File: src/hw/rtl/cinp_pkg.sv
package cinp_pkg;

	typedef enum logic [11:0] {
		PH_PID_LIT  = 12'b0000_0000_0001,
		PH_PID      = 12'b0000_0000_0010,
		PH_LUID_LIT = 12'b0000_0000_0100,
		PH_HI       = 12'b0000_0000_1000,
		PH_SEP_LIT  = 12'b0000_0001_0000,
		PH_LO       = 12'b0000_0010_0000,
		PH_PHYS_LIT = 12'b0000_0100_0000,
		PH_PHYS     = 12'b0000_1000_0000,
		PH_ENG_LIT  = 12'b0001_0000_0000,
		PH_ENG      = 12'b0010_0000_0000,
		PH_TYPE_LIT = 12'b0100_0000_0000,
		PH_TAIL     = 12'b1000_0000_0000
	} phase_t;

	typedef enum logic [2:0] {
		LEAD_START  = 3'b001,
		LEAD_ZERO   = 3'b010,
		LEAD_DIGITS = 3'b100
	} lead_t;

	localparam logic [15:0] CH_ZERO  = 16'h0030;
	localparam logic [15:0] CH_NINE  = 16'h0039;
	localparam logic [15:0] CH_LC_A  = 16'h0061;
	localparam logic [15:0] CH_LC_F  = 16'h0066;
	localparam logic [15:0] CH_UC_A  = 16'h0041;
	localparam logic [15:0] CH_UC_F  = 16'h0046;
	localparam logic [15:0] CH_LC_X  = 16'h0078;
	localparam logic [15:0] CH_UC_X  = 16'h0058;
	localparam logic [15:0] CH_NUL   = 16'h0000;

	localparam int unsigned TDATA_W = 184;

	// one queued transaction: an optional type char followed by an optional record
	typedef struct packed {
		logic        has_char;
		logic [15:0] type_char;
		logic        has_rec;
		logic        ok;
		logic [31:0] pid;
		logic [63:0] luid;
		logic [31:0] phys;
		logic [31:0] eng;
	} cinp_entry_t;

	function automatic phase_t phase_next(input phase_t ph);
		phase_t r;
		unique case (ph)
			PH_PID_LIT:  r = PH_PID;
			PH_PID:      r = PH_LUID_LIT;
			PH_LUID_LIT: r = PH_HI;
			PH_HI:       r = PH_SEP_LIT;
			PH_SEP_LIT:  r = PH_LO;
			PH_LO:       r = PH_PHYS_LIT;
			PH_PHYS_LIT: r = PH_PHYS;
			PH_PHYS:     r = PH_ENG_LIT;
			PH_ENG_LIT:  r = PH_ENG;
			PH_ENG:      r = PH_TYPE_LIT;
			PH_TYPE_LIT: r = PH_TAIL;
			default:     r = PH_TAIL;
		endcase
		return r;
	endfunction

	function automatic logic [3:0] lit_len(input phase_t ph);
		logic [3:0] n;
		unique case (ph)
			PH_PID_LIT:  n = 4'd4;
			PH_LUID_LIT: n = 4'd6;
			PH_SEP_LIT:  n = 4'd1;
			PH_PHYS_LIT: n = 4'd6;
			PH_ENG_LIT:  n = 4'd5;
			PH_TYPE_LIT: n = 4'd9;
			default:     n = 4'd0;
		endcase
		return n;
	endfunction

	function automatic logic [71:0] lit_str(input phase_t ph);
		logic [71:0] s;
		unique case (ph)
			PH_PID_LIT:  s = 72'("pid_");
			PH_LUID_LIT: s = 72'("_luid_");
			PH_SEP_LIT:  s = 72'("_");
			PH_PHYS_LIT: s = 72'("_phys_");
			PH_ENG_LIT:  s = 72'("_eng_");
			PH_TYPE_LIT: s = 72'("_engtype_");
			default:     s = '0;
		endcase
		return s;
	endfunction

	// character at position pos of the literal, first character leftmost
	function automatic logic [7:0] lit_char(input phase_t ph, input logic [3:0] pos);
		logic [71:0] s;
		logic [3:0]  n;
		logic [7:0]  c;
		s = lit_str(ph);
		n = lit_len(ph);
		c = 8'h00;
		if (pos < n) begin
			c = s[8 * (int'(n) - 1 - int'(pos)) +: 8];
		end
		return c;
	endfunction

endpackage

File: src/hw/rtl/cinp_parser.sv
module cinp_parser import cinp_pkg::*; #(
	parameter int unsigned MAX_TYPE_CHARS = 63
) (
	input  logic        clk,
	input  logic        arst_n,
	input  logic        step,
	input  logic [15:0] char_code,
	input  logic        end_of_name,
	output cinp_entry_t res
);

	localparam int unsigned TAIL_W = (MAX_TYPE_CHARS < 1) ? 1 : $clog2(MAX_TYPE_CHARS + 1);
	localparam logic [TAIL_W-1:0] TAIL_MAX = TAIL_W'(MAX_TYPE_CHARS);

	phase_t              phase_q, phase_n;
	lead_t               lead_q, lead_n;
	logic [3:0]          pos_q, pos_n;
	logic [31:0]         acc_q, acc_n;
	logic                seen_q, seen_n;
	logic                failed_q, failed_n;
	logic [31:0]         pid_q, pid_n;
	logic [31:0]         hi_q, hi_n;
	logic [31:0]         lo_q, lo_n;
	logic [31:0]         phys_q, phys_n;
	logic [31:0]         eng_q, eng_n;
	logic [TAIL_W-1:0]   tail_q, tail_n;

	logic        is_dec, is_lc, is_uc, hex_ok;
	logic [3:0]  hex_d;
	logic [35:0] dec_sum;
	logic        field_close, lit_check, hexdig, seen_eff, ok;
	phase_t      lit_ph;
	logic [3:0]  lit_pos;

	assign is_dec  = (char_code >= CH_ZERO) && (char_code <= CH_NINE);
	assign is_lc   = (char_code >= CH_LC_A) && (char_code <= CH_LC_F);
	assign is_uc   = (char_code >= CH_UC_A) && (char_code <= CH_UC_F);
	assign hex_ok  = is_dec || is_lc || is_uc;
	assign hex_d   = is_dec ? char_code[3:0] : (char_code[3:0] + 4'd9);
	assign dec_sum = {1'b0, acc_q, 3'b000} + {3'b000, acc_q, 1'b0} + {32'd0, char_code[3:0]};

	always_comb begin
		phase_n     = phase_q;
		lead_n      = lead_q;
		pos_n       = pos_q;
		acc_n       = acc_q;
		seen_n      = seen_q;
		failed_n    = failed_q;
		pid_n       = pid_q;
		hi_n        = hi_q;
		lo_n        = lo_q;
		phys_n      = phys_q;
		eng_n       = eng_q;
		tail_n      = tail_q;
		field_close = 1'b0;
		lit_check   = 1'b0;
		hexdig      = 1'b0;
		seen_eff    = seen_q;
		lit_ph      = phase_q;
		lit_pos     = pos_q;
		ok          = 1'b0;
		res         = '0;

		if (!failed_q) begin
			unique case (phase_q)
				PH_TAIL: begin
					if (char_code == CH_NUL) begin
						tail_n = TAIL_MAX;
					end else if (tail_q < TAIL_MAX) begin
						tail_n        = tail_q + 1'b1;
						res.has_char  = 1'b1;
						res.type_char = char_code;
					end
				end
				PH_PID_LIT, PH_LUID_LIT, PH_SEP_LIT, PH_PHYS_LIT, PH_ENG_LIT,
				PH_TYPE_LIT: begin
					lit_check = 1'b1;
				end
				PH_HI, PH_LO: begin
					unique case (lead_q)
						LEAD_START: begin
							if (char_code == CH_ZERO) begin
								lead_n = LEAD_ZERO;
							end else begin
								lead_n = LEAD_DIGITS;
								hexdig = 1'b1;
							end
						end
						LEAD_ZERO: begin
							lead_n = LEAD_DIGITS;
							if (char_code != CH_LC_X && char_code != CH_UC_X) begin
								seen_n   = 1'b1;
								seen_eff = 1'b1;
								hexdig   = 1'b1;
							end
						end
						LEAD_DIGITS: begin
							hexdig = 1'b1;
						end
						default: begin
							failed_n = 1'b1;
						end
					endcase
				end
				PH_PID, PH_PHYS, PH_ENG: begin
					if (is_dec) begin
						if (dec_sum[35:32] != 4'd0) begin
							failed_n = 1'b1;
						end else begin
							acc_n  = dec_sum[31:0];
							seen_n = 1'b1;
						end
					end else begin
						field_close = 1'b1;
					end
				end
				default: begin
					failed_n = 1'b1;
				end
			endcase

			if (hexdig) begin
				if (hex_ok) begin
					if (acc_q[31:28] != 4'd0) begin
						failed_n = 1'b1;
					end else begin
						acc_n  = {acc_q[27:0], hex_d};
						seen_n = 1'b1;
					end
				end else begin
					field_close = 1'b1;
				end
			end

			if (field_close) begin
				if (!seen_eff) begin
					failed_n = 1'b1;
				end else begin
					unique case (phase_q)
						PH_PID:  pid_n  = acc_q;
						PH_HI:   hi_n   = acc_q;
						PH_LO:   lo_n   = acc_q;
						PH_PHYS: phys_n = acc_q;
						default: eng_n  = acc_q;
					endcase
					lit_check = 1'b1;
					lit_ph    = phase_next(phase_q);
					lit_pos   = 4'd0;
					phase_n   = lit_ph;
					pos_n     = 4'd0;
				end
			end

			if (lit_check) begin
				if (lit_pos >= lit_len(lit_ph) ||
				    char_code != {8'h00, lit_char(lit_ph, lit_pos)}) begin
					failed_n = 1'b1;
				end else if (lit_pos + 4'd1 == lit_len(lit_ph)) begin
					phase_n = phase_next(lit_ph);
					pos_n   = 4'd0;
					acc_n   = '0;
					seen_n  = 1'b0;
					lead_n  = LEAD_START;
				end else begin
					pos_n = lit_pos + 4'd1;
				end
			end
		end

		if (end_of_name) begin
			ok          = !failed_n && (phase_n == PH_TAIL);
			res.has_rec = 1'b1;
			res.ok      = ok;
			res.pid     = ok ? pid_n : '0;
			res.luid    = ok ? {hi_n, lo_n} : '0;
			res.phys    = ok ? phys_n : '0;
			res.eng     = ok ? eng_n : '0;
			phase_n     = PH_PID_LIT;
			lead_n      = LEAD_START;
			pos_n       = '0;
			acc_n       = '0;
			seen_n      = 1'b0;
			failed_n    = 1'b0;
			pid_n       = '0;
			hi_n        = '0;
			lo_n        = '0;
			phys_n      = '0;
			eng_n       = '0;
			tail_n      = '0;
		end
	end

	always_ff @(posedge clk or negedge arst_n) begin
		if (!arst_n) begin
			phase_q  <= PH_PID_LIT;
			lead_q   <= LEAD_START;
			pos_q    <= '0;
			acc_q    <= '0;
			seen_q   <= 1'b0;
			failed_q <= 1'b0;
			pid_q    <= '0;
			hi_q     <= '0;
			lo_q     <= '0;
			phys_q   <= '0;
			eng_q    <= '0;
			tail_q   <= '0;
		end else if (step) begin
			phase_q  <= phase_n;
			lead_q   <= lead_n;
			pos_q    <= pos_n;
			acc_q    <= acc_n;
			seen_q   <= seen_n;
			failed_q <= failed_n;
			pid_q    <= pid_n;
			hi_q     <= hi_n;
			lo_q     <= lo_n;
			phys_q   <= phys_n;
			eng_q    <= eng_n;
			tail_q   <= tail_n;
		end
	end

endmodule

File: src/hw/rtl/counter_instance_name_parser_top.sv
// each result is written to the result queue when its input is accepted and is offered from the queue
// throughput: one character per cycle while the result queue has room; a final character that also
// echoes a type character holds its queue slot until both results leave
// the parser state updates once per accepted character; a two-entry result queue decouples the sides
// reset: arst_n clears the parser to the start of a name and empties the result queue
module counter_instance_name_parser_top import cinp_pkg::*; #(
	parameter int unsigned MAX_TYPE_CHARS = 63
) (
	input  logic               clk,
	input  logic               arst_n,
	input  logic               s_axis_tvalid,
	output logic               s_axis_tready,
	input  logic [15:0]        s_axis_tdata,  // char_code
	input  logic               s_axis_tlast,
	output logic               m_axis_tvalid,
	input  logic               m_axis_tready,
	// type_char, parse_ok, process_id, adapter_luid, physical_index, engine_number, zero pad
	output logic [TDATA_W-1:0] m_axis_tdata,
	output logic               m_axis_tuser,  // result_kind
	output logic               m_axis_tlast
);

	localparam int unsigned DEPTH = 2;

	cinp_entry_t step_res;
	cinp_entry_t queue_q [DEPTH];
	cinp_entry_t head;
	logic        wptr_q, rptr_q;
	logic [1:0]  cnt_q;
	logic        char_done_q;
	logic        s_fire, m_fire, push, pop, out_is_char;

	assign s_fire = s_axis_tvalid && s_axis_tready;
	assign m_fire = m_axis_tvalid && m_axis_tready;

	cinp_parser #(
		.MAX_TYPE_CHARS(MAX_TYPE_CHARS)
	) u_parser (
		.clk        (clk),
		.arst_n     (arst_n),
		.step       (s_fire),
		.char_code  (s_axis_tdata),
		.end_of_name(s_axis_tlast),
		.res        (step_res)
	);

	assign head          = queue_q[rptr_q];
	assign out_is_char   = head.has_char && !char_done_q;
	assign push          = s_fire && (step_res.has_char || step_res.has_rec);
	assign pop           = m_fire && (!out_is_char || !head.has_rec);
	assign s_axis_tready = (cnt_q < 2'(DEPTH));
	assign m_axis_tvalid = (cnt_q != 2'd0);
	assign m_axis_tuser  = !out_is_char;
	assign m_axis_tlast  = !out_is_char || !head.has_rec;

	always_comb begin
		m_axis_tdata = '0;
		if (out_is_char) begin
			m_axis_tdata[15:0] = head.type_char;
		end else begin
			m_axis_tdata[16]      = head.ok;
			m_axis_tdata[48:17]   = head.pid;
			m_axis_tdata[112:49]  = head.luid;
			m_axis_tdata[144:113] = head.phys;
			m_axis_tdata[176:145] = head.eng;
		end
	end

	always_ff @(posedge clk) begin
		if (push) begin
			queue_q[wptr_q] <= step_res;
		end
	end

	always_ff @(posedge clk or negedge arst_n) begin
		if (!arst_n) begin
			wptr_q      <= 1'b0;
			rptr_q      <= 1'b0;
			cnt_q       <= '0;
			char_done_q <= 1'b0;
		end else begin
			if (push) begin
				wptr_q <= !wptr_q;
			end
			if (pop) begin
				rptr_q <= !rptr_q;
			end
			if (m_fire) begin
				char_done_q <= !pop;
			end
			cnt_q <= cnt_q + {1'b0, push} - {1'b0, pop};
		end
	end

`ifndef SYNTHESIS
	a_cnt_bound: assert property (@(posedge clk) disable iff (!arst_n)
		cnt_q <= 2'(DEPTH))
		else $error("result queue count out of range");

	a_record_last: assert property (@(posedge clk) disable iff (!arst_n)
		m_axis_tvalid && m_axis_tuser |-> m_axis_tlast)
		else $error("record without tlast");

	a_char_then_record: assert property (@(posedge clk) disable iff (!arst_n)
		m_axis_tvalid && m_axis_tready && !m_axis_tlast |=> m_axis_tvalid && m_axis_tuser)
		else $error("type char without tlast not followed by a record");

	a_fail_zero: assert property (@(posedge clk) disable iff (!arst_n)
		m_axis_tvalid && m_axis_tuser && !m_axis_tdata[16] |-> m_axis_tdata == '0)
		else $error("failed record carries nonzero fields");
`endif

endmodule
File: config.mk
export PLATFORM = sky130hd
export DESIGN_NAME = counter_instance_name_parser_top
export DESIGN_NICKNAME = d
export VERILOG_FILES = /design/src/hw/rtl/cinp_pkg.sv /design/src/hw/rtl/cinp_parser.sv /design/src/hw/rtl/counter_instance_name_parser_top.sv
export SDC_FILE = /design/constraint.sdc
export NUM_CORES = 1
export LEC_CHECK = 0
export ABC_CLOCK_PERIOD_IN_PS = 13300
export BUFFER_PORTS_ARGS = -buffer_cell sky130_fd_sc_hd__clkbuf_2
export CORE_ASPECT_RATIO = 1.1
export CORE_MARGIN = 3
export CORE_UTILIZATION = 55
export DETAILED_ROUTE_END_ITERATION = 7
export GPL_TIMING_DRIVEN = 0
export PLACE_DENSITY = 0.79
export SYNTH_ARGS = -nofsm -noshare
export SYNTH_HDL_FRONTEND = slang
export SYNTH_SLANG_ARGS = --single-unit
File: constraint.sdc
create_clock -name clk -period 13.3 [get_ports clk]
set_input_delay 0.665 -clock clk [delete_from_list [all_inputs] [get_ports clk]]
set_output_delay 0.665 -clock clk [all_outputs]
set_load 0.01 [all_outputs]
==> metrics.csv <==
stage,metric,value,unit
outcome,status,completed,
place,dp_hpwl,68220,µm
yosys,synthXorXnorAreaFrac,1.354,%
floorplanning,row_count,89,
detailed_routing,num_vias,25260,
detailed_routing,wire_per_inst,23.70,µm
cts,clockBufferDepth,3,
yosys,syn_inst,2958,
place,dp_slack,3.315,ns
yosys,synth_top_cell_area_share,35.37,%
yosys,yosys.area.top_type,edfxtp_1,
cts,tritoncts,yes,
cts,clock-sinks,582,
sta,finalCritPeriodShare,72.40,%
yosys,synth.mux.area_fraction,8.035,%
detailed_routing,drtAntennaViolNets,0,
setup_path,path_class,flop to flop,
power,clkPwrFrac,33.1,%
grt,track_usage,32.11,%
detailed_routing,viasPerCell,6.291,
grt,grt_pass1_vias,24480,
power,p_comb_share,26.3,%
yosys,ys_warn_count,0,
cts,ctsRootBufferMaster,clkbuf_16,
detailed_routing,drtIter0Drc,2790,
grt,grt-ovfl-total,0,
cts,clk_latency,0.64,ns
grt,grt_start_max_net_pins,105,
sta,setup_viol,0,
sta,fin_ws,3.670,ns
final_layout,layout_commonest_cell,edfxtp_1,
yosys,synth-seq-area-share,53.82,%
yosys,synth_area_leaders,"edfxtp_1 35%, dfrtp_1 18%, mux2i_1 8.0%",
setup_path,crit_path_start_kind,flop,
yosys,synth_compound_area_share,15.18,%
yosys,async_flop_share,38.49,%
final_layout,syn_to_final_growth,14.00,%
yosys,netlist_area,30400,µm²
cts,hold_buffers,0,
final_layout,nNetsFinal,3341,
power,power_density,147.4,nW/µm²
yosys,ys_ff_latch,582,
cts,clkTransAtPathRegs,0.07,ns
sta,hold_violations,0,
power,irDropWorstVdd,0.1143,mV
cts,post_cts_buffers,0,
setup_path,worstRegToRegCells,28,
detailed_routing,wirelength,95150,µm
yosys,synth_fa_ha_area_share,3.491,%
power,p_leak,0.01424,µW
detailed_routing,dr.pass1.iters,7,
power,switching_share,32.08,%
setup_path,arrival,9.95,ns
sta,holdWs,0.03132,ns
flow_run,maxCapViolations,0,
yosys,yosys.area_share.simple,14.43,%
sta,slew_headroom,9.640,%
min_path,hold_path.class,primary input to async pin,
cts,htreeDepth,2,
final_layout,fill_cells,4262,
setup_path,crit_path_top_delay_cell,o21ai_1,
yosys,synth_top_family_by_area,compound AO/OA/AOI/OAI gates,
final_layout,layout_common_cells,"358 x edfxtp_1, 328 x nand2_1, 309 x nor2_1",
grt,grt_pass1_wl,143900,µm
setup_path,critical-path-max-stage-delay,1.09,ns
sta,fmax,0.1038,GHz
detailed_routing,drc,0,
setup_path,cp.required,13.62,ns
floorplanning,fp.dieW,230.1,µm
yosys,synth_edf_count,358,
yosys,ys.flop_type,edfxtp_1,
setup_path,rrSetupSlack,3.67,ns
floorplanning,start_util,56.16,%
final_layout,layout-drive-gt1-share,11.26,%
power,internal-power,3470,µW
final_layout,finalCoreUtilization,64.03,%
power,p_seq_share,40.6,%
setup_path,critPathCaptureType,flop,
sta,final_max_slew_viol_count,0,
yosys,avgSynthCellArea,10.28,µm²
place,gp_congestion,0.9389,
floorplanning,io_pins,209,
sta,rsz0062_at_grt,no,
place,port_buffers,199,
grt,antenna_found_initial,2,
cts,cts_inserted_buffers,57,
floorplanning,core,54120,µm²
cts,cts_resized,0,
power,power.switching,1639,µW
setup_path,path_max_fanout,10,
sta,min_period,9.630,ns
sta,clock-skew-final,0.02657,ns
sta,worstMarginPinSlew,1.346,ns
floorplanning,die_area,58120,µm²
floorplanning,die_h,252.6,µm
setup_path,critPathMostFrequentCell,clkbuf_1,
yosys,yosysUniqueCellTypes,86,
[power groups by stage]
stage               clock [µW]  sequential [µW]  combinational, µW
finish                    1690             2070               1350
CTS                       1700             2070               1350
global placement             0             2160               1290
detailed placement           0             2110               1350
global route              1780             2080               1450
floorplan                    0             2140                791
[sequential cells by signal, summed over array words and instances, names as in the netlist]
signal	flops
u_parser.lo_q	32
rptr_q	1
u_parser.phase_q	12
u_parser.pid_q	32
u_parser.phys_q	32
char_done_q	1
wptr_q	1
u_parser.lead_q	3
queue_q	358
u_parser.hi_q	32
u_parser.seen_q	1
u_parser.eng_q	32
u_parser.acc_q	32
u_parser.failed_q	1
u_parser.pos_q	4
cnt_q	2
u_parser.tail_q	6
[worst max-delay path, delay by kind of cell, from the launching register on]
family                     cells  cell delay [ns]
AOI/OAI and AO/OA              7             2.82
xor gates and xnor gates       2             0.42
adders and majority gates      2             0.64
buffers and inverters          6             1.85
DFF                            1             0.36
and+or+nand+nor               11             3.22
[logic make-up after synthesis]
family                     after synthesis
buffers and inverters                  278
DFF                                    582
other                                    1
and+or+nand+nor                        962
muxes                                  244
xor gates and xnor gates                47
AOI/OAI and AO/OA                      761
adders and majority gates               83
[cell type report]
| cell class | count | area (µm²) | share of cell area, % |
|---|---|---|---|
| diodes | 2 | 5.005 | 0.01444 |
| plain buffers | 238 | 968.4 | 2.795 |
| clock buffers | 72 | 1524 | 4.398 |
| clock inverters | 35 | 432.9 | 1.249 |
| inverters | 40 | 150.1 | 0.4333 |
| multi-input cells | 2104 | 12960 | 37.40 |
| flip-flops and latches | 582 | 16360 | 47.21 |
| well taps | 728 | 910.9 | 2.629 |
| repair buffers | 214 | 1343 | 3.874 |
[routing by layer]
metal / track usage [%] / vias to the layer above / part of all wire (%)
li1: - / 11250 / -
met1: 41.07 / 12290 / 38
met2: 51.43 / 1415 / 46
met3: 5.591 / 298 / 8.8
met4: 19.60 / 0 / 6.8
met5: 0 / - / 0
[per-stage QoR]
| stage | cell area [µm²] | std cells | power [µW] | TNS, ns |
|---|---|---|---|---|
| 2_1_floorplan | 30420 | 2964 | 2927 | 0 |
| 6_report | 34650 | 4015 | 5108 | 0 |
| 5_1_grt | 34650 | 4013 | 5308 | 0 |
| 3_5_place_dp | 32690 | 3906 | 3458 | 0 |
| 4_1_cts | 34650 | 4013 | 5129 | 0 |
| 3_3_place_gp | 32320 | 3891 | 3455 | -785.16 |
[synthesized netlist by cell type, drive strengths merged, types with 4 or more instances]
master,instances
clkbuf,195
nor4,12
o21bai,5
and2,21
xnor2,27
a32o,4
nor2b,79
nand2b,13
a21oi,239
a2111oi,4
and3,18
nand4,11
mux2i,244
o221ai,4
a31oi,12
ha,80
a22oi,69
a21boi,41
nand2,328
inv,39
nor3,90
or3,12
o31ai,18
o211ai,24
o21a,8
or4,14
nand4b,4
nor2,312
o21ai,256
a22o,6
buf,43
xor2,20
edfxtp,358
or2,8
a21o,29
nor4b,5
dfrtp,222
and4,4
nand3,25
[path summary, 6_finish.rpt]
kind                                           from                  end
max in group asynchronous                    arst_n    u_parser.hi_q[23]
worst max register to register  u_parser.phase_q[5]       queue_q[0][63]
worst min-delay path                         arst_n  u_parser.phys_q[20]
worst min register to register    u_parser.lo_q[31]    u_parser.lo_q[31]
worst max-delay path            u_parser.phase_q[5]       queue_q[0][63]
min in group clk                       s_axis_tlast      queue_q[0][161]
No activity file was read; power rests on OpenSTA's default activity.
